## config.mk

```make
export PLATFORM = sky130hd
export DESIGN_NAME = sssd_queue
export DESIGN_NICKNAME = d
export VERILOG_FILES = /design/src/sv/sssd_pkg.sv /design/src/sv/sssd_queue.sv
export SDC_FILE = /design/constraint.sdc
export NUM_CORES = 1
export LEC_CHECK = 0
export BUFFER_PORTS_ARGS = -buffer_cell sky130_fd_sc_hd__buf_2
export CAP_MARGIN = 5
export CELL_PAD_IN_SITES_DETAIL_PLACEMENT = 0
export CELL_PAD_IN_SITES_GLOBAL_PLACEMENT = 2
export CORE_UTILIZATION = 44
export DETAILED_ROUTE_END_ITERATION = 8
export PLACE_DENSITY = 0.79
export SLEW_MARGIN = 20
export SYNTH_ARGS = -nofsm -noshare
export SYNTH_HDL_FRONTEND = slang
export SYNTH_SLANG_ARGS = --single-unit
export TNS_END_PERCENT = 5
```

## constraint.sdc

```tcl
create_clock -name clk -period 2.8 [get_ports clk]
set_input_delay 0.14 -clock clk [delete_from_list [all_inputs] [get_ports clk]]
set_output_delay 0.14 -clock clk [all_outputs]
set_load 0.01 [all_outputs]
```

## src/sv/sssd_pkg.sv

```systemverilog
// Shared types and constants of the scale-space extremum detector.
// No dependencies; used by every module of the block.
`default_nettype none

package sssd_pkg;

	// Fixed field widths
	localparam int ROW_W        = 10;
	localparam int DIM_W        = 11;
	localparam int TAG_W        = 8;
	localparam int HEIGHT_LIMIT = 1024;
	localparam int CFG_IDX_W    = 2;

	// Register indexes of the configuration port
	localparam logic [CFG_IDX_W-1:0] REG_IMAGE_WIDTH  = 2'd0;
	localparam logic [CFG_IDX_W-1:0] REG_IMAGE_HEIGHT = 2'd1;
	localparam logic [CFG_IDX_W-1:0] REG_SCALE_TAG    = 2'd2;

	// Reset values of the registers
	localparam logic [DIM_W-1:0] RST_IMAGE_WIDTH  = 11'd640;
	localparam logic [DIM_W-1:0] RST_IMAGE_HEIGHT = 11'd480;
	localparam logic [TAG_W-1:0] RST_SCALE_TAG    = 8'd2;

	// Detection queue between front and back
	localparam int QDEPTH = 4;
	localparam int QPTR_W = $clog2(QDEPTH);
	localparam int QLVL_W = $clog2(QDEPTH + 1);

	typedef struct packed {
		logic [DIM_W-1:0] width;
		logic [DIM_W-1:0] height;
		logic [TAG_W-1:0] scale;
	} sssd_cfg_t;

	// Position and polarity of one detection
	typedef struct packed {
		logic [ROW_W-1:0] col;
		logic [ROW_W-1:0] row;
		logic             is_min;
	} sssd_pos_t;

	// Queue status seen by front and back
	typedef struct packed {
		logic [QLVL_W-1:0] level;
		logic              empty;
	} sssd_qstat_t;

endpackage

`default_nettype wire

```

## src/sv/sssd_queue.sv

```systemverilog
// Short detection queue between front and back, QDEPTH entries.
// Depends on sssd_pkg for depth and status type.
`default_nettype none

module sssd_queue #(
	parameter int DW = 45
) (
	input  wire logic                  clk,
	input  wire logic                  arst_n,
	input  wire logic                  push,
	input  wire logic [DW-1:0]         push_data,
	input  wire logic                  pop,
	output logic [DW-1:0]              head_data,
	output sssd_pkg::sssd_qstat_t      qstat
);

	logic [DW-1:0]                 entry_q [sssd_pkg::QDEPTH];
	logic [sssd_pkg::QPTR_W-1:0]   wptr_q;
	logic [sssd_pkg::QPTR_W-1:0]   rptr_q;
	logic [sssd_pkg::QLVL_W-1:0]   level_q;

	// Pointers and fill level
	always_ff @(posedge clk or negedge arst_n) begin
		if (!arst_n) begin
			wptr_q  <= '0;
			rptr_q  <= '0;
			level_q <= '0;
		end else begin
			if (push) wptr_q <= wptr_q + sssd_pkg::QPTR_W'(1);
			if (pop)  rptr_q <= rptr_q + sssd_pkg::QPTR_W'(1);
			if (push && !pop) begin
				level_q <= level_q + sssd_pkg::QLVL_W'(1);
			end else if (pop && !push) begin
				level_q <= level_q - sssd_pkg::QLVL_W'(1);
			end
		end
	end

	always_ff @(posedge clk) begin
		if (push) entry_q[wptr_q] <= push_data;
	end

	assign head_data   = entry_q[rptr_q];
	assign qstat.level = level_q;
	assign qstat.empty = (level_q == '0);

endmodule

`default_nettype wire

```

==> results.cfg <==
[critical_path]
r2r_end = entry_q[2][23]
worst_setup_path_start_kind = flip-flop
critical_path.max_fanout = 34
required_ps = 2660
cp.arrival_ps = 2310
reg2regPathDepth = 4
r2r_start = wptr_q[0]
crit_path_end_kind = primary output
ff2ff_setup_slack_ps = 1030
crit_type = reg -> out

[global_route]
grt_max_degree = 37
grtUsageTotal_pct = 16.1
grt_pass1_wl_um = 18800
grt_pass1_vias = 3480
overflow = 0
antenna_found_initial = 0

[clocking]
cts_root_buffer = clkbuf_16
numCtsBuffers = 17
path_clk_slew_ps = 60
cts_setup_buffers = 0
cts.repair.resized = 0
clkSinkCount = 187
h-tree-depth = 4
clk_path_buf_depth = 2
cts_tree = built
clock_latency_ps = 420

[placed_design]
dpl.hpwl_um = 7000
io_buffer_count = 97
place_area_um2 = 7680
placed_cells = 574
gp_congestion = 0.671

[yosys]
synthesis.nets = 323
synth_cells = 268
ys_types = 19
ys_ff_latch = 187
syn_area_um2 = 6900
synth.avg_cell_area_um2 = 25.7
synth_warnings = 0
synth_seq_area_share_pct = 80.9

[die]
die_w_um = 127
std_cell_rows = 45
die_area_um2 = 16200
start_util_pct = 45.2
io_pins = 98
core_um2 = 15300
die_h_um = 127

[layout]
syn_to_final_growth_pct = 26.8
stdcell_count = 654
layout.nets = 485
final_area_um2 = 8750
utilization_pct = 57.3
layout-drive-gt1-share_pct = 41.8
antenna_cells = 0

[timing]
post-route-period-util_pct = 87.6
finalHoldViolCount = 0
timing.fmax_mhz = 408
skew_ps = 4.70
setup_viol = 0
rsz0062_at_grt = false
finalMaxSlewViolations = 0
relSlewSlack_pct = 54.4
fin_crit_ps = 2450
worst_pin_slew_ps = 684
fin_setup_tns_ps = 0
timing.hold.ws_ps = 80.8

[pwr]
powerDensity_nw_per_um2 = 989
ir_drop_uv = 532
leakage_nw = 3.05

[detailed_routing]
routed_wl_um = 11700
wl_per_cell_um = 17.9
dr.pass1.iters = 4
num_vias = 3175
drtAntennaViolNets = 0
drt_iter0_drc = 198
route.detailed.drc = 0
post_drt_via_cell_ratio = 4.85

[worst_hold_path]
hold_class = in -> async

[run_status]
status = finished clean

[flow_run]
drv_cap = 0
routing by layer:
metal / track usage (%) / vias to the layer above / wire length (µm) / share of wire (%)
met5: 0 / - / 0 / 0
met4: 6.02 / 0 / 174 / 1.5
met3: 4.48 / 16 / 544 / 4.7
met2: 26.3 / 83 / 5800 / 50
met1: 20.7 / 1619 / 5150 / 44
li1: - / 1457 / - / -
state kept, by name, indices dropped and copies added, names as in the netlist:
name and count:
entry_q 180, level_q 3, rptr_q 2, wptr_q 2
how the worst max path moves through the flow:
stage / from / to / slack (ps) / cells past startpoint
after floorplan: wptr_q[0] / entry_q[0][0] / 690 / 3
after global placement: rptr_q[0] / head_data[27] / 700 / 3
after detailed placement: rptr_q[0] / head_data[24] / 710 / 3
after CTS: rptr_q[0] / head_data[24] / 250 / 3
after global routing: rptr_q[0] / head_data[24] / 150 / 3
final: rptr_q[0] / head_data[24] / 350 / 3
synth_stat cells:
cell type | count | area [µm²]
and2_1 | 4 | 25.0
buf_2 | 5 | 25.0
dfrtp_1 | 7 | 175
buf_12 | 2 | 40.0
xnor2_1 | 2 | 17.5
xor2_1 | 4 | 35.0
nor3_1 | 1 | 5.00
buf_6 | 1 | 11.3
edfxtp_1 | 180 | 5410
o21ai_0 | 1 | 5.00
fa_1 | 1 | 20.0
mux2_2 | 1 | 11.3
nand2_1 | 2 | 7.51
buf_4 | 1 | 7.51
nor2_1 | 1 | 3.75
ha_1 | 5 | 62.6
mux4_2 | 45 | 1010
buf_8 | 1 | 15.0
inv_1 | 4 | 15.0
cell families after synthesis:
logic type                 after synthesis  share of synthesized area (%)
DFF                                    187                           80.9
muxes                                   46                           14.9
buffers and inverters                   14                           1.65
and+or+nand+nor                          8                          0.598
xor gates and xnor gates                 6                          0.762
adders and majority gates                6                           1.20
AOI/OAI and AO/OA                        1                         0.0725
area by class of cell:
| class | count | area, µm² |
|---|---|---|
| repair buffers | 153 | 1090 |
| clock inverters | 13 | 151 |
| well taps | 211 | 264 |
| flip-flops and latches | 187 | 5590 |
| clock buffers | 19 | 433 |
| multi-input cells | 67 | 1210 |
| fillers | 1142 | 6510 |
| inverters | 4 | 15.0 |
cell usage in the layout (no fill, tap or decap), drive strengths merged:
cell type and instances:
edfxtp 180, buf 105, dlygate4sd3 48, mux4 45
clkbuf 19, dfrtp 7, clkinv 6, ha 5
inv 4, and2 4, xor2 4, clkinvlp 4
bufinv 3, xnor2 2, nand2 2, nor3 1
mux2 1, o21ai 1, nor2 1, fa 1
timing repair:
action | 4_1_cts | 5_1_grt
endpoints found under the hold margin | 189 | 0
setup endpoints to repair | 0 | 0
hold buffers | 48 | 0
report_power, final:
part	internal [mW]	switching (mW)	total, mW
Combinational	1.21	1.09	2.30
Clock	1.39	0.951	2.34
Sequential	3.67	0.345	4.01
worst max-delay path: stages (launching register included):
cell     delay (ps)
dfrtp_4         880
buf_4           330
mux4_2          530
buf_2           160
stage by stage:
| step | worst slack (ps) | power (mW) |
|---|---|---|
| after floorplan | 692 | 5.53 |
| after global placement | 704 | 6.37 |
| after detailed placement | 709 | 6.39 |
| after CTS | 245 | 8.78 |
| after global routing | 151 | 9.10 |
| final | 348 | 8.65 |
No activity file was read; power rests on OpenSTA's default activity.
