## config.mk

```make
export PLATFORM = sky130hd
export DESIGN_NAME = sssd_back
export DESIGN_NICKNAME = d
export VERILOG_FILES = /design/src/sv/sssd_pkg.sv /design/src/sv/sssd_back.sv
export SDC_FILE = /design/constraint.sdc
export NUM_CORES = 1
export LEC_CHECK = 0
export CORE_ASPECT_RATIO = 1.1
export CORE_UTILIZATION = 59
export DETAILED_ROUTE_END_ITERATION = 8
export DONT_BUFFER_PORTS = 1
export PLACE_DENSITY = 0.74
export SYNTH_ARGS = -nofsm -noshare
export SYNTH_HDL_FRONTEND = slang
export SYNTH_SLANG_ARGS = --single-unit
```

## constraint.sdc

```tcl
create_clock -name clk -period 2.9 [get_ports clk]
set_input_delay 0.29 -clock clk [delete_from_list [all_inputs] [get_ports clk]]
set_output_delay 0.29 -clock clk [all_outputs]
set_load 0.01 [all_outputs]
```

## src/sv/sssd_pkg.sv

```systemverilog
// Shared types and constants of the scale-space extremum detector.
// No dependencies; used by every module of the block.
`default_nettype none

package sssd_pkg;

	// Fixed field widths
	localparam int ROW_W        = 10;
	localparam int DIM_W        = 11;
	localparam int TAG_W        = 8;
	localparam int HEIGHT_LIMIT = 1024;
	localparam int CFG_IDX_W    = 2;

	// Register indexes of the configuration port
	localparam logic [CFG_IDX_W-1:0] REG_IMAGE_WIDTH  = 2'd0;
	localparam logic [CFG_IDX_W-1:0] REG_IMAGE_HEIGHT = 2'd1;
	localparam logic [CFG_IDX_W-1:0] REG_SCALE_TAG    = 2'd2;

	// Reset values of the registers
	localparam logic [DIM_W-1:0] RST_IMAGE_WIDTH  = 11'd640;
	localparam logic [DIM_W-1:0] RST_IMAGE_HEIGHT = 11'd480;
	localparam logic [TAG_W-1:0] RST_SCALE_TAG    = 8'd2;

	// Detection queue between front and back
	localparam int QDEPTH = 4;
	localparam int QPTR_W = $clog2(QDEPTH);
	localparam int QLVL_W = $clog2(QDEPTH + 1);

	typedef struct packed {
		logic [DIM_W-1:0] width;
		logic [DIM_W-1:0] height;
		logic [TAG_W-1:0] scale;
	} sssd_cfg_t;

	// Position and polarity of one detection
	typedef struct packed {
		logic [ROW_W-1:0] col;
		logic [ROW_W-1:0] row;
		logic             is_min;
	} sssd_pos_t;

	// Queue status seen by front and back
	typedef struct packed {
		logic [QLVL_W-1:0] level;
		logic              empty;
	} sssd_qstat_t;

endpackage

`default_nettype wire

```

## src/sv/sssd_back.sv

```systemverilog
// Back end: output register that drains the detection queue and packs
// the result beat. Depends on sssd_pkg.
`default_nettype none

module sssd_back #(
	parameter int VALUE_BITS = 24
) (
	input  wire logic                           clk,
	input  wire logic                           arst_n,
	input  wire sssd_pkg::sssd_qstat_t          qstat,
	input  wire sssd_pkg::sssd_pos_t            head_pos,
	input  wire logic signed [VALUE_BITS-1:0]   head_value,
	input  wire logic [sssd_pkg::TAG_W-1:0]     scale,
	output logic                                pop,
	output logic                                m_tvalid,
	input  wire logic                           m_tready,
	output logic [((2*sssd_pkg::ROW_W+VALUE_BITS+sssd_pkg::TAG_W+7)/8)*8-1:0] m_tdata,
	output logic                                m_tuser
);

	localparam int OUT_W = ((2*sssd_pkg::ROW_W + VALUE_BITS + sssd_pkg::TAG_W + 7) / 8) * 8;

	logic                          valid_q;
	sssd_pkg::sssd_pos_t           pos_q;
	logic [VALUE_BITS-1:0]         value_q;
	logic [sssd_pkg::TAG_W-1:0]    scale_q;

	// Load when the register is empty or its beat is taken
	assign pop = !qstat.empty && (!valid_q || m_tready);

	always_ff @(posedge clk or negedge arst_n) begin
		if (!arst_n) begin
			valid_q <= 1'b0;
		end else if (pop) begin
			valid_q <= 1'b1;
		end else if (m_tready) begin
			valid_q <= 1'b0;
		end
	end

	always_ff @(posedge clk) begin
		if (pop) begin
			pos_q   <= head_pos;
			value_q <= head_value;
			scale_q <= scale;
		end
	end

	assign m_tvalid = valid_q;
	assign m_tdata  = OUT_W'({scale_q, value_q, pos_q.row, pos_q.col});
	assign m_tuser  = pos_q.is_min;

endmodule

`default_nettype wire

```

==> key figures <==
Yosys
  • Post-Syn Area: 0.00168 sq mm
  • Warnings from Yosys: 0
  • Syn_area_per_cell: 26.6 sq um
  • Post-synthesis sequential area ratio: 96.5%
  • Count of cell types in the netlist: 7
  • Flops & latches, synth: 54
  • Syn Inst Count: 63

Clock network
  • Clock sink total: 54
  • Number of CTS-inserted buffers: 5
  • Worst-Skew Late Latency: 0.37 ns
  • H-tree levels: 2
  • Root Buffer: clkbuf_4
  • CTS Buffer Depth: 2
  • Clock-pin slew on the worst setup and hold paths: 0.14 ns
  • CTS tree: built
  • # resized after CTS: 0

Route
  • Routed wire length: 3.80 mm
  • Pre-antenna DRT Iters: 4
  • Via count: 876
  • DRC Markers: 0
  • WL/cell: 23.9 microns
  • Final antenna-violating net count: 0
  • Vias/cell: 5.51
  • Initial DRC Count: 29

Global routing
  • First-pass GRT wire length: 3.17 mm
  • GR Overflow Total: 0
  • Largest net degree at the start of global routing: 21
  • Initial antenna violation count: 0
  • GRT Overall Usage: 16.9%
  • Vias in the first global route: 596

Finish
  • Fin cells: 159
  • Filler Cell Count: 87
  • Layout Utilization: 91.0%
  • Layout Nets: 187
  • ANT cells: 0
  • Most frequent cells in the layout: dlygate4sd3_1, edfxtp_1, clkbuf_4
  • Share of cells above drive strength 1: 9.38%
  • P&R area growth vs syn: 40.7%
  • Commonest non-fill, non-tap cell in the layout: dlygate4sd3_1

Critical path
  • CP Capture Type: primary output
  • CP required: 2.61 ns
  • R2r startpoint: m_tvalid$_DFFE_PN0P_
  • Reg2reg path depth: 2
  • Worst Path Arrival: 1.77 ns
  • Reg-to-Reg End: scale_q[6]$_DFFE_PP_
  • Crit-path max cell delay: 0.51 ns
  • Reg-to-reg setup timing slack: 1.19 ns
  • CP Cell Sequence: a21oi_4, buf_4
  • Origin of the worst setup path: m_tvalid$_DFFE_PN0P_
  • Startpoint types: flip-flop
  • Slowest cell on crit path: a21oi_4
  • CP Class: reg2out
  • CP Max Fanout: 20
  • Worst setup endpoint: pop

STA
  • Relative slew slack: 63.2%
  • FMAX: 0.485 GHz
  • Tmin final: 2.06 ns
  • Worst-Margin Slew: 0.550 ns
  • Hold Violations, Final: 0
  • Final worst path period share: 71.1%
  • Setup TNS: 0 ns
  • Unrepaired setup endpoints after global routing: no
  • Pins over their slew limit: 0
  • Clk_skew: 0.00525 ns
  • Final Setup Violations: 0

Place
  • GPL Wtd Cong: 0.628
  • Placed Cells incl. Taps: 95
  • Post-DP HPWL: 1.84 mm
  • Port Buffers: 0

Power and ir drop
  • PwrDens: 607 mW/mm^2
  • VDD IR max: 0.547 mV
  • Pwr Total: 1.43 mW
  • Static leakage: 0.833 nW

Die
  • # rows: 19
  • Top Ports: 119
  • Chip Width: 52.8 microns
  • Core ar.: 0.00259 sq mm
  • Initial Utilization: 64.7%
  • Die area: 0.00306 sq mm
  • Die height: 57.9 microns

Worst hold path
  • Hold Path Class: in2async

Run status
  • Status: finished clean

Run
  • Max-cap viol count: 0
[synth_stat cells]
cell type / number / area, sq um
a21oi_2: 1 / 8.76
buf_4: 4 / 30.0
conb_1: 1 / 3.75
dfrtp_1: 1 / 25.0
edfxtp_1: 53 / 1590
inv_1: 2 / 7.51
o21ai_2: 1 / 8.76
[where the power goes]
group / switching [mW] / leakage (nW) / internal, mW
clock network: 0.221 / 0.0446 / 0.166
logic: 0.0378 / 0.273 / 0.0547
registers: 0.0402 / 0.515 / 0.910
total: 0.299 / 0.833 / 1.13
[routing by layer]
metal	GRT usage (%)	vias to the layer above	part of all wire, %
li1	-	361	-
met1	16.8	427	32
met2	25.0	78	54
met3	10.8	10	10
met4	12.4	0	2.8
met5	0	-	0
[repair_timing]
item                                   in CTS  in global routing
setup buffers                               0                  0
hold buffers                                3                 53
endpoints found under the hold margin       2                 53
[state kept, by name, indices dropped and copies added, names as in the netlist]
register  count
value_q      24
m_tuser       1
m_tvalid      1
scale_q       8
m_tdata      20
[cells by family (layout without fill, tap and decap cells)]
family | count (synthesis) | after routing | share of synthesized area, %
buffers and inverters | 6 | 68 | 2.24
flip-flops | 54 | 54 | 96.5
other | 1 | 4 | 0.224
AO/OA/AOI/OAI | 2 | 2 | 1.05
[worst max-delay path: cells and delay by family, from the launching register on]
kind            cells  cell delay, ns
compound gates      1            0.51
buf+inv             1            0.39
flops               1            0.49
[worst min-delay path by stage]
| stage | from | endpoint | cells past startpoint |
|---|---|---|---|
| floorplan | arst_n | m_tvalid$_DFFE_PN0P_ | 0 |
| global placement | arst_n | m_tvalid$_DFFE_PN0P_ | 0 |
| detailed placement | arst_n | m_tvalid$_DFFE_PN0P_ | 0 |
| CTS | head_value[2] | value_q[2]$_DFFE_PP_ | 0 |
| global route | arst_n | m_tvalid$_DFFE_PN0P_ | 1 |
| finish | arst_n | m_tvalid$_DFFE_PN0P_ | 1 |
[layout make-up]
class,instances,area [sq um],area share [%]
sequential,54,1620,68.6
multi-input combinational,6,40.0,1.70
tap,31,38.8,1.65
clock buffer,8,78.8,3.34
timing repair buffer,58,576,24.4
inverter,2,7.51,0.318
[stage by stage]
step / hold slack [ns] / area [sq um] / worst slack, ns
floorplan: -0.00559 / 1690 / 0.482
global placement: -0.00555 / 1720 / 1.33
detailed placement: -0.00556 / 1720 / 1.27
CTS: 0.000882 / 1830 / 0.878
global route: 0.0896 / 2360 / 0.768
finish: 0.106 / 2360 / 0.839
No activity file was read; power rests on OpenSTA's default activity.
